### config.mk
export PLATFORM = sky130hd
export DESIGN_NAME = startup_ramp_interpolator_top_flat
export DESIGN_NICKNAME = d
export VERILOG_FILES = /design/src/hdl/sri_pkg.sv /design/src/hdl/sri_item_if.sv /design/src/hdl/sri_result_if.sv /design/src/hdl/sri_ram.sv /design/src/hdl/startup_ramp_interpolator_top.sv /design/src/flat_wrapper.sv
export SDC_FILE = /design/constraint.sdc
export NUM_CORES = 2
export LEC_CHECK = 0
export BUFFER_PORTS_ARGS = -buffer_cell sky130_fd_sc_hd__clkbuf_2
export CORE_MARGIN = 1
export CORE_UTILIZATION = 58
export CTS_CLUSTER_DIAMETER = 30
export DETAILED_ROUTE_END_ITERATION = 10
export GPL_TIMING_DRIVEN = 0
export PLACE_DENSITY = 0.85
export SETUP_SLACK_MARGIN = 0.1
export SLEW_MARGIN = 20
export SYNTH_ARGS = -nofsm -noshare
export SYNTH_HDL_FRONTEND = slang
export SYNTH_SLANG_ARGS = --single-unit
### constraint.sdc
create_clock -name clk -period 10.2 [get_ports clk]
set_input_delay 2.04 -clock clk [delete_from_list [all_inputs] [get_ports clk]]
set_output_delay 2.04 -clock clk [all_outputs]
set_load 0.005 [all_outputs]
### src/hdl/sri_pkg.sv
`timescale 1ns / 1ps

package sri_pkg;

  localparam int TIME_W  = 32;
  localparam int LEVEL_W = 32;
  localparam int RPM_W   = 17;
  localparam int RATIO_W = 17;
  localparam int DIV_CNT_W = 5;

  localparam logic [RATIO_W-1:0]   RATIO_MAX = 17'h1FFFF;
  localparam logic [DIV_CNT_W-1:0] DIV_LAST_BIT = 5'd16;

  // 2*pi/60 in Q0.31, rounded.
  localparam logic [27:0] RPM_TO_RADS_Q31 = 28'd224883962;

  localparam logic CMD_LOAD = 1'b0;
  localparam logic CMD_TICK = 1'b1;

  typedef struct packed {
    logic        [TIME_W-1:0]  time_ms;
    logic signed [LEVEL_W-1:0] level;
    logic signed [RPM_W-1:0]   rpm;
  } entry_t;

  localparam int ENTRY_W = $bits(entry_t);

  function automatic logic signed [31:0] sat32(input logic signed [63:0] v);
    logic signed [31:0] r;
    if (v[63:31] == {33{v[63]}}) begin
      r = v[31:0];
    end else if (v[63]) begin
      r = 32'sh8000_0000;
    end else begin
      r = 32'sh7FFF_FFFF;
    end
    return r;
  endfunction

endpackage

### src/hdl/sri_item_if.sv
`timescale 1ns / 1ps

interface sri_item_if;
  logic        valid;
  logic        ready;
  logic        cmd;
  logic [2:0]  entry_index;
  logic [31:0] entry_time_ms;
  logic signed [31:0] entry_level;
  logic signed [16:0] entry_rpm;
  logic [31:0] now_ms;

  modport source (
    output valid, cmd, entry_index, entry_time_ms, entry_level, entry_rpm, now_ms,
    input  ready
  );

  modport sink (
    input  valid, cmd, entry_index, entry_time_ms, entry_level, entry_rpm, now_ms,
    output ready
  );
endinterface

### src/hdl/sri_result_if.sv
`timescale 1ns / 1ps

interface sri_result_if;
  logic        valid;
  logic        ready;
  logic        complete;
  logic signed [31:0] level_setpoint;
  logic signed [31:0] speed_rps;

  modport source (
    output valid, complete, level_setpoint, speed_rps,
    input  ready
  );

  modport sink (
    input  valid, complete, level_setpoint, speed_rps,
    output ready
  );
endinterface

### src/hdl/sri_ram.sv
`timescale 1ns / 1ps

module sri_ram #(
  parameter int WIDTH = 81,
  parameter int DEPTH = 8
) (
  input  logic                     clk,
  input  logic                     wr_en,
  input  logic [$clog2(DEPTH)-1:0] wr_addr,
  input  logic [WIDTH-1:0]         wr_data,
  input  logic [$clog2(DEPTH)-1:0] rd_addr,
  output logic [WIDTH-1:0]         rd_data
);

  logic [WIDTH-1:0] mem [DEPTH];

  always_ff @(posedge clk) begin
    if (wr_en) begin
      mem[wr_addr] <= wr_data;
    end
    rd_data <= mem[rd_addr];
  end

endmodule

### src/hdl/startup_ramp_interpolator_top.sv
// Start-up ramp interpolator. A load beat (cmd 0) writes one breakpoint of
// time, Q1.31 level and rpm into the table, restarts the profile at the
// first segment and yields no result. A tick beat (cmd 1) yields one
// result: when the time elapsed since start_time_ms has reached the last
// breakpoint the held level and speed are repeated, otherwise the level and
// the speed in Q16.16 rad/s are interpolated within the current segment.
// The pace of that interpolation is set by the 17-step shift-subtract
// divider for the segment ratio, the one 19 by 34 bit multiplier used four
// times in turn and the single read port of the breakpoint table; when the
// ratio is zero or saturates the divider is skipped. The block takes no new
// beat until the current tick has been handed to the output register.
`timescale 1ns / 1ps

module startup_ramp_interpolator_top #(
  parameter int ENTRIES = 8
) (
  input  logic               clk,
  input  logic               rst,
  input  logic               cfg_wr_en,
  input  logic [31:0]        cfg_wr_data,
  sri_item_if.sink           item,
  sri_result_if.source       result
);

  localparam int IW = $clog2(ENTRIES);
  localparam int AW = (IW > 3) ? IW : 3;
  localparam logic [IW-1:0] LAST_ADDR = IW'(ENTRIES - 1);
  localparam logic [IW-1:0] LAST_SEG  = IW'(ENTRIES - 2);

  typedef enum logic [3:0] {
    S_IDLE, S_LAST, S_T0, S_T1, S_PREP, S_DIV, S_MUL_L, S_MUL_R,
    S_SUM_R, S_MUL_H, S_MUL_L2, S_ACC, S_OUT
  } state_t;

  state_t state;

  logic [31:0]        start_time_ms;
  logic [IW-1:0]      seg;
  logic signed [31:0] held_level;
  logic signed [31:0] held_speed;

  logic [31:0]        elapsed;
  logic               comp;
  logic [31:0]        t0;
  logic signed [31:0] l0;
  logic signed [16:0] r0;
  logic [31:0]        dlt;
  logic               early;
  logic [31:0]        den;
  logic               zero_ratio;
  logic               adv;
  logic signed [32:0] ldiff;
  logic signed [17:0] rdiff;
  logic [sri_pkg::RATIO_W-1:0]   ratio;
  logic [31:0]                   rem;
  logic                          nbit;
  logic [sri_pkg::DIV_CNT_W-1:0] cnt;
  logic signed [52:0] prod;
  logic signed [35:0] rq;
  logic signed [63:0] acc;

  logic [AW-1:0]               idx_ext;
  logic                        wr_en;
  sri_pkg::entry_t             wr_entry;
  logic [sri_pkg::ENTRY_W-1:0] rd_data;
  sri_pkg::entry_t             rd_entry;
  logic [IW-1:0]               rd_addr;

  logic signed [18:0] mul_a;
  logic signed [33:0] mul_b;
  logic signed [52:0] prod_sh;
  logic signed [35:0] lvl_sum;
  logic signed [63:0] prod_ext;
  logic signed [63:0] total;
  logic [33:0]        div_diff;
  logic               accept;

  assign item.ready = (state == S_IDLE);
  assign accept     = item.valid && item.ready;

  assign idx_ext  = AW'(item.entry_index);
  assign wr_en    = accept && (item.cmd == sri_pkg::CMD_LOAD)
                    && ({1'b0, idx_ext} < (AW + 1)'(ENTRIES));
  assign wr_entry = '{time_ms: item.entry_time_ms, level: item.entry_level,
                      rpm: item.entry_rpm};
  assign rd_entry = sri_pkg::entry_t'(rd_data);

  always_comb begin
    case (state)
      S_LAST:  rd_addr = seg;
      S_T0:    rd_addr = seg + 1'b1;
      default: rd_addr = LAST_ADDR;
    endcase
  end

  sri_ram #(
    .WIDTH (sri_pkg::ENTRY_W),
    .DEPTH (ENTRIES)
  ) u_table (
    .clk     (clk),
    .wr_en   (wr_en),
    .wr_addr (idx_ext[IW-1:0]),
    .wr_data (wr_entry),
    .rd_addr (rd_addr),
    .rd_data (rd_data)
  );

  always_comb begin
    case (state)
      S_MUL_L: begin
        mul_a = {2'b00, ratio};
        mul_b = {ldiff[32], ldiff};
      end
      S_MUL_R: begin
        mul_a = {2'b00, ratio};
        mul_b = {{16{rdiff[17]}}, rdiff};
      end
      S_MUL_H: begin
        mul_a = rq[35:17];
        mul_b = {6'b000000, sri_pkg::RPM_TO_RADS_Q31};
      end
      S_MUL_L2: begin
        mul_a = {2'b00, rq[16:0]};
        mul_b = {6'b000000, sri_pkg::RPM_TO_RADS_Q31};
      end
      default: begin
        mul_a = '0;
        mul_b = '0;
      end
    endcase
  end

  assign prod_sh  = prod >>> 16;
  assign lvl_sum  = {{4{l0[31]}}, l0} + prod_sh[35:0];
  assign prod_ext = {{11{prod[52]}}, prod};
  assign total    = acc + prod_ext;
  assign div_diff = {1'b0, rem, nbit} - {2'b00, den};

  always_ff @(posedge clk) begin
    if (rst) begin
      state         <= S_IDLE;
      start_time_ms <= '0;
      seg           <= '0;
      held_level    <= '0;
      held_speed    <= '0;
      result.valid  <= 1'b0;
    end else begin
      if (cfg_wr_en) begin
        start_time_ms <= cfg_wr_data;
      end
      if (result.valid && result.ready && (state != S_OUT)) begin
        result.valid <= 1'b0;
      end
      prod <= mul_a * mul_b;

      case (state)
        S_IDLE: begin
          if (accept) begin
            if (item.cmd == sri_pkg::CMD_LOAD) begin
              seg <= '0;
            end else begin
              elapsed <= item.now_ms - start_time_ms;
              state   <= S_LAST;
            end
          end
        end
        S_LAST: begin
          comp <= (elapsed >= rd_entry.time_ms);
          if (elapsed >= rd_entry.time_ms) begin
            state <= S_OUT;
          end else begin
            state <= S_T0;
          end
        end
        S_T0: begin
          t0     <= rd_entry.time_ms;
          l0     <= rd_entry.level;
          r0     <= rd_entry.rpm;
          dlt    <= elapsed - rd_entry.time_ms;
          early  <= (elapsed <= rd_entry.time_ms);
          state  <= S_T1;
        end
        S_T1: begin
          den        <= rd_entry.time_ms - t0;
          zero_ratio <= early || (rd_entry.time_ms <= t0);
          adv        <= (seg < LAST_SEG) && (elapsed > rd_entry.time_ms);
          ldiff      <= {rd_entry.level[31], rd_entry.level} - {l0[31], l0};
          rdiff      <= {rd_entry.rpm[16], rd_entry.rpm} - {r0[16], r0};
          state      <= S_PREP;
        end
        S_PREP: begin
          if (zero_ratio) begin
            ratio <= '0;
            state <= S_MUL_L;
          end else if ({1'b0, dlt} >= {den, 1'b0}) begin
            ratio <= sri_pkg::RATIO_MAX;
            state <= S_MUL_L;
          end else begin
            ratio <= '0;
            rem   <= {1'b0, dlt[31:1]};
            nbit  <= dlt[0];
            cnt   <= sri_pkg::DIV_LAST_BIT;
            state <= S_DIV;
          end
        end
        S_DIV: begin
          if (!div_diff[33]) begin
            rem <= div_diff[31:0];
          end else begin
            rem <= {rem[30:0], nbit};
          end
          ratio <= {ratio[sri_pkg::RATIO_W-2:0], ~div_diff[33]};
          nbit  <= 1'b0;
          cnt   <= cnt - 1'b1;
          if (cnt == '0) begin
            state <= S_MUL_L;
          end
        end
        S_MUL_L: begin
          state <= S_MUL_R;
        end
        S_MUL_R: begin
          held_level <= sri_pkg::sat32({{28{lvl_sum[35]}}, lvl_sum});
          state      <= S_SUM_R;
        end
        S_SUM_R: begin
          rq    <= {{3{r0[16]}}, r0, 16'h0000} + prod[35:0];
          state <= S_MUL_H;
        end
        S_MUL_H: begin
          state <= S_MUL_L2;
        end
        S_MUL_L2: begin
          acc   <= prod_ext <<< 17;
          state <= S_ACC;
        end
        S_ACC: begin
          held_speed <= sri_pkg::sat32(total >>> 31);
          if (adv) begin
            seg <= seg + 1'b1;
          end
          state <= S_OUT;
        end
        S_OUT: begin
          if (!result.valid || result.ready) begin
            result.valid          <= 1'b1;
            result.complete       <= comp;
            result.level_setpoint <= held_level;
            result.speed_rps      <= held_speed;
            state                 <= S_IDLE;
          end
        end
        default: begin
          state <= S_IDLE;
        end
      endcase
    end
  end

`ifndef NO_ASSERTIONS
  // The segment never runs past the last pair of breakpoints.
  a_seg_range: assert property (@(posedge clk) disable iff (rst)
    seg <= LAST_SEG)
    else $error("segment index beyond the last segment");

  // A load beat restarts the profile at the first segment.
  a_load_clears: assert property (@(posedge clk) disable iff (rst)
    (item.valid && item.ready && item.cmd == sri_pkg::CMD_LOAD) |=> (seg == '0))
    else $error("load beat did not clear the segment index");

  // The divider's partial remainder stays below the segment length.
  a_div_rem: assert property (@(posedge clk) disable iff (rst)
    (state == S_DIV) |-> (rem < den))
    else $error("divider remainder not below divisor");

  // A result appears only when the sequencer hands one over.
  a_result_source: assert property (@(posedge clk) disable iff (rst)
    $rose(result.valid) |-> ($past(state) == S_OUT))
    else $error("result beat raised outside the output step");
`endif

endmodule

### src/flat_wrapper.sv
// flat-port wrapper written by rule: the top's interface ports become plain ports
module startup_ramp_interpolator_top_flat 
#(
  parameter int ENTRIES = 8
)
  (clk, rst, cfg_wr_en, cfg_wr_data, item_valid, item_cmd, item_entry_index, item_entry_time_ms, item_entry_level, item_entry_rpm, item_now_ms, item_ready, result_valid, result_complete, result_level_setpoint, result_speed_rps, result_ready);
  sri_item_if item_i ();
  sri_result_if result_i ();
  input  logic clk;
  input  logic rst;
  input  logic cfg_wr_en;
  input  logic [31:0] cfg_wr_data;
  input wire logic [$bits(item_i.valid)-1:0] item_valid;
  input wire logic [$bits(item_i.cmd)-1:0] item_cmd;
  input wire logic [$bits(item_i.entry_index)-1:0] item_entry_index;
  input wire logic [$bits(item_i.entry_time_ms)-1:0] item_entry_time_ms;
  input wire logic [$bits(item_i.entry_level)-1:0] item_entry_level;
  input wire logic [$bits(item_i.entry_rpm)-1:0] item_entry_rpm;
  input wire logic [$bits(item_i.now_ms)-1:0] item_now_ms;
  output wire logic [$bits(item_i.ready)-1:0] item_ready;
  output wire logic [$bits(result_i.valid)-1:0] result_valid;
  output wire logic [$bits(result_i.complete)-1:0] result_complete;
  output wire logic [$bits(result_i.level_setpoint)-1:0] result_level_setpoint;
  output wire logic [$bits(result_i.speed_rps)-1:0] result_speed_rps;
  input wire logic [$bits(result_i.ready)-1:0] result_ready;
  assign item_i.valid = item_valid;
  assign item_i.cmd = item_cmd;
  assign item_i.entry_index = item_entry_index;
  assign item_i.entry_time_ms = item_entry_time_ms;
  assign item_i.entry_level = item_entry_level;
  assign item_i.entry_rpm = item_entry_rpm;
  assign item_i.now_ms = item_now_ms;
  assign item_ready = item_i.ready;
  assign result_valid = result_i.valid;
  assign result_complete = result_i.complete;
  assign result_level_setpoint = result_i.level_setpoint;
  assign result_speed_rps = result_i.speed_rps;
  assign result_i.ready = result_ready;
  startup_ramp_interpolator_top #(.ENTRIES(ENTRIES)) u_core (.clk(clk), .rst(rst), .cfg_wr_en(cfg_wr_en), .cfg_wr_data(cfg_wr_data), .item(item_i), .result(result_i));
endmodule
# After elaboration in Yosys (flattened, before gate mapping)
# Memory sizes are Yosys's and may differ from the RTL's. A register that Yosys moved wholly into a read port is not among the register bits.
# Cells that the tools add are included.
totals:
  out_inout_bits: 67
  latchBits: 0
  mem_bits_rw: 648
  input_bits: 154
  reg_bits: 592
  mem_count: 1
  rom_bits: 0
op_classes:
  magnitude_cmp: 6
  n_reduce_logical: 25
  addsub: 11
  shifts: 0
  eq_ne: 23
  div: 0
  multipliers: 1
  bitwise_logic: 3
  n_mux: 37
mem_list:
  columns: ["memory", "words", "width", "rd", "rd_clocked_by_memory_dff", "write_ports", "line_no", "rtl"]
  rows:
  - ["u_core.u_table.mem", 8, 81, 1, 1, 1, "sri_ram.sv:15", "logic [WIDTH-1:0] mem [DEPTH];"]
op_table:
  columns: ["operator", "n"]
  rows:
  - ["32-bit 2-to-1 mux", 7]
  - ["34-bit case mux with 3 select lines", 1]
  - ["32-bit subtractor", 3]
  - ["36-bit adder", 2]
  - ["64-bit by 53-bit adder with 64-bit output", 1]
  - ["32-bit less-or-equal comparator", 2]
  - ["32-bit case mux with 2 select lines", 1]
  - ["19-bit case mux with 3 select lines", 1]
  - ["19-bit by 34-bit multiplier with 53-bit output", 1]
  - ["4-bit case mux with 13 select lines", 1]
  - ["17-bit 2-to-1 mux", 2]
  - ["17-bit case mux with 2 select lines", 1]
  - ["33-bit by 32-bit subtractor with 34-bit output", 1]
  - ["32-bit by 33-bit greater-or-equal comparator with 1-bit output", 1]
  - ["32-bit by 32-bit subtractor with 33-bit output", 1]
  - ["32-bit greater-or-equal comparator", 1]
  - ["32-bit greater-than comparator", 1]
  - ["4-bit 2-to-1 mux", 6]
  - ["4-bit == test (second input constant)", 5]
  - ["17-bit by 17-bit subtractor with 18-bit output", 1]
  - ["4-bit by 3-bit == test with 1-bit output (second input constant)", 4]
  - ["4-bit AND reduction", 4]
  - ["3-bit case mux with 2 select lines", 2]
  - ["2-bit AND reduction", 6]
  - ["25 further kinds", 50]

# Longest topological paths before layout
depth:
  ltp_word: 5
  ltp_mapped: 36
  ltp_nobuf: 31

# Modules after synthesis
# A second synthesis with hierarchy kept.
unflattened:
  hier_cells: 6809
  area_unflattened_um2: 82735.6
by_module_without_submodules:
  columns: ["mod", "area_per_inst_um2", "cells_per_inst", "n_inst", "seq_area_each_um2"]
  rows:
  - ["startup_ramp_interpolator_top", 56385.3, 5779, 1, 16736.1]
  - ["sri_ram", 26350.3, 1030, 1, 21080.2]

# Least setup slack after synthesis
# OpenSTA, ideal clock, no wires.
synth_timing:
  path_kind: "in2reg"
  start: "input port rst"
  end: "register u_core.dlt[0] (enable)"
  setup_slack_ns: 0.501
  arrival_ns: 9.111
  cell_stages: 5
  setup_ns: 0.588
  t_required_ns: 9.612
  path_buffers: 2
  path_cell_list: "clkbuf_1 > inv_1 > clkbuf_1 > nand2_1 > nor2_1"
synth_between:
  elab_chain_cells: 2
synth_rtl:
  columns: ["element", "line_no", "rtl"]
  rows:
  - ["start, declared", "flat_wrapper.sv:10", "input logic rst;"]
  - ["1-bit NOT (no line)", null, null]
  - ["2-bit AND reduction (no line)", null, null]
  - ["end signal, assigned", "startup_ramp_interpolator_top.sv:179", "dlt <= elapsed - rd_entry.time_ms;"]
  - ["end, declared", "startup_ramp_interpolator_top.sv:47", "logic [31:0] dlt;"]
# No other way between the ends.
# A chain may end at the register's enable or synchronous reset.

# Final worst setup path
layout_timing:
  start: "register u_core.state[2]"
  end: "register u_core.prod[51] (data pin)"
layout_between:
  elab_chain_cells: 4
  elab_cells_between_ends: 9
  classes_between: "1 x mul; 4 x eq/ne; 2 x mux; 2 x reduce/logical"
layout_rtl:
  columns: ["element", "line_no", "rtl"]
  rows:
  - ["start, declared", "startup_ramp_interpolator_top.sv:35", "state_t state;"]
  - ["start signal, assigned", "startup_ramp_interpolator_top.sv:141", "state <= S_IDLE;"]
  - ["start signal, assigned", "startup_ramp_interpolator_top.sv:163", "state <= S_LAST;"]
  - ["start signal, assigned", "startup_ramp_interpolator_top.sv:170", "state <= S_OUT;"]
  - ["4-bit by 3-bit == test with 1-bit output or 4-bit == test (tied branches)", "startup_ramp_interpolator_top.sv:109", "case (state)"]
  - ["2-bit OR reduction (no line)", null, null]
  - ["19-bit case mux with 3 select lines or 34-bit case mux with 3 select lines (tied branches)", "startup_ramp_interpolator_top.sv:109", null]
  - ["19-bit by 34-bit multiplier with 53-bit output (*)", "startup_ramp_interpolator_top.sv:154", "prod <= mul_a * mul_b;"]
  - ["end signal, assigned", "startup_ramp_interpolator_top.sv:154", null]
  - ["end, declared", "startup_ramp_interpolator_top.sv:58", "logic signed [52:0] prod;"]
# Every way passes the cells marked *; elsewhere a longest branch is shown, timed or not.

==> flow_summary.json <==
{
  "outcome": "finished clean",
  "synth.most_common_cell": "nand2_1",
  "firstDrtPassIters": 9,
  "ant_nets": 0,
  "finalPower_mw": 21.4,
  "ys_ff_latch": 1321,
  "hp-start": "u_core.held_level[10]",
  "cts_tree": "built",
  "worst_clock_skew_ns": 0.108,
  "drt_iter0_drc": 9164,
  "holdPathEnd": "u_core.result.level_setpoint[10]",
  "nets": 9422,
  "fillers": 9128,
  "root_buffer": "clkbuf_16",
  "timing.critical_path.mode_cell": "fa_1",
  "grt_max_degree": 33,
  "drcViolationCount": 0,
  "p_per_area_nw_per_um2": 226,
  "worstPathArrival_ns": 10.53,
  "io_pins": 221,
  "async_reset_ff_frac": 0,
  "multi_input_area_um2": 40000,
  "clock-sinks": 1321,
  "fmax_ghz": 0.100,
  "insertion_delay_ns": 0.87,
  "groute.usage.overall": 0.356,
  "min_path_cells": 0,
  "overflow": 0,
  "seqCellArea_um2": 37800,
  "num_vias": 64700,
  "r2r-end": "u_core.prod[51]",
  "antenna_found_initial": 30,
  "drive_gt1_frac": 0.0974,
  "critPathLaunchType": "flip-flop",
  "crit_type": "reg2reg",
  "place_area_um2": 86400,
  "regToRegStartpoint": "u_core.state[2]",
  "final_cell_area_um2": 94800,
  "layout_min_cycle_time_ns": 9.96,
  "synth_top_cell_area_share": 0.417,
  "irDropWorstVdd_v": 0.000269,
  "synth_area_leaders": "edfxtp_1 (42%), fa_1 (15%), ha_1 (6.9%), nand2_1 (6.0%), dfxtp_1 (4.5%)",
  "die_w_um": 377,
  "path_max_fanout": 10,
  "cp-startpoint": "u_core.state[2]",
  "rsz0062_at_grt": "no",
  "routed_wirelength_um": 255000,
  "hold_path.class": "reg2reg",
  "crit_required_ns": 10.77,
  "drv_cap": 0,
  "hold_buffers": 0,
  "cp_slowest_cell": "o22ai_1",
  "dp.final_hpwl_um": 176000,
  "clk_path_buf_depth": 3,
  "rrSetupSlack_ns": 0.24,
  "cts_buffers": 224,
  "io_buffers": 218,
  "reg2reg_depth": 30,
  "grt_pass1_wl_um": 382000,
  "avgRoutedWirePerCell_um": 24.8,
  "syn_to_final_growth_pct": 16.0,
  "clk_pin_slew_worst_paths_ns": 0.05,
  "avgSynthCellArea_um2": 10.7,
  "synth_top_cell_by_area": "edfxtp_1",
  "p_leak_nw": 40.2,
  "via_per_inst": 6.28,
  "start_util": 0.585,
  "synthFlopType": "edfxtp_1",
  "setup_viol": 0,
  "finalHoldViolations": 0,
  "die_area_um2": 142000,
  "chipHeight_um": 377,
  "period_share": 0.976,
  "core-area_um2": 140000,
  "synth_cell_type_count": 87,
  "ys_warn_count": 0,
  "tightest_slew_ns": 1.38,
  "ys_seq_area_frac": 0.463,
  "slew_viol_final": 0,
  "rows": 137,
  "synth_common_cells": "nand2_1 (1,308), edfxtp_1 (1,136), inv_1 (875)",
  "synth_edf_count": 1136,
  "htree_levels": 4,
  "relSlewSlack": 0.0804,
  "endpoint_kind": "flip-flop",
  "gp_congestion": 1.05,
  "synthCells": 7642,
  "critPathMaxStageDelay_ns": 1.04,
  "syn_area_um2": 81800,
  "grt_pass1_vias": 65800
}
[placed cells by master, fill, tap and decap left out, types with 171 or more instances in the layout]
master / instances
a21oi_1: 305
clkbuf_1: 244
clkbuf_16: 227
clkbuf_2: 246
dfxtp_1: 185
edfxtp_1: 1136
fa_1: 620
ha_1: 451
inv_1: 875
nand2_1: 1304
nand3_1: 462
nor2_1: 518
o21ai_0: 280
xnor2_1: 171
[flip-flops by register name, indices dropped and copies added (netlist names), 33 cells and up]
register and count:
u_core.u_table.rd_data 81, u_core.ldiff 33, u_core.u_table.mem 648, u_core.rq 36
u_core.prod 53, u_core.acc 47
[worst max-delay path by stage]
stage | slack, ns | endpoint
2_1_floorplan | 0.50 | u_core.dlt[0]
3_3_place_gp | -3.83 | u_core.l0[31]
3_5_place_dp | -0.88 | u_core.prod[51]
4_1_cts | 0.18 | u_core.prod[52]
5_1_grt | 0.08 | u_core.prod[51]
6_report | 0.24 | u_core.prod[51]
[layout make-up]
cell class / instances / share of cell area
clock inverters: 168 / 0.0235
well taps: 1876 / 0.0248
repair buffers: 301 / 0.0226
diodes: 22 / 0.000581
multi-input cells: 5195 / 0.421
plain buffers: 279 / 0.0119
clock buffers: 258 / 0.0619
inverters: 875 / 0.0346
flip-flops and latches: 1321 / 0.399
[worst max-delay path: cells and delay by family, from the launching register on]
| family | cells | cell delay, ns |
|---|---|---|
| XOR/XNOR | 1 | 0.13 |
| AND/OR/NAND/NOR | 5 | 1.05 |
| flip-flops | 1 | 0.38 |
| AO/OA/AOI/OAI | 10 | 3.35 |
| buffers and inverters | 6 | 1.26 |
| adder cells (fa/ha/maj) | 8 | 3.47 |
[routing by layer]
metal  share of wire  up-vias  GRT usage  wire, um
met3            0.12     1244     0.0964     31400
li1                -    27100          -         -
met5         0.00069        -          0       175
met4           0.077       18      0.235     19700
met1            0.34    31100      0.425     86600
met2            0.46     5219      0.566    117000
[metrics by stage]
stage | hold slack, ns | std cells | util | TNS [ns] | worst slack (ns)
finish | 0.416 | 10300 | 0.679 | 0 | 0.244
global placement | 0.408 | 9767 | 0.611 | -1102.29 | -3.83
CTS | 0.411 | 10300 | 0.677 | 0 | 0.178
global route | 0.422 | 10300 | 0.679 | 0 | 0.0837
floorplan | 0.400 | 7673 | - | 0 | 0.501
detailed placement | 0.411 | 9840 | 0.619 | -6.36 | -0.882
[cell families (layout without fill, tap and decap cells)]
family                     count (synthesis)  count (layout)  synth area share
adders and majority gates               1102            1102             0.225
other                                      2              55         0.0000919
DFF                                     1321            1321             0.463
xor gates and xnor gates                 266             266            0.0286
muxes                                     60              60           0.00735
AOI/OAI and AO/OA                       1099            1099            0.0852
and+or+nand+nor                         2635            2635             0.138
buffers and inverters                   1157            1881            0.0535
[report_power, final]
part | internal (mW) | switching, mW
combinational | 2.02 | 4.69
sequential | 6.49 | 0.341
clock | 4.99 | 2.92
[what timing repair did]
item	4_1_cts	5_1_grt
gates resized for setup	23	50
pin swaps	3	3
buffers inserted	4	4
setup endpoints to repair	19	13
Power figures use the tool's default switching activity.
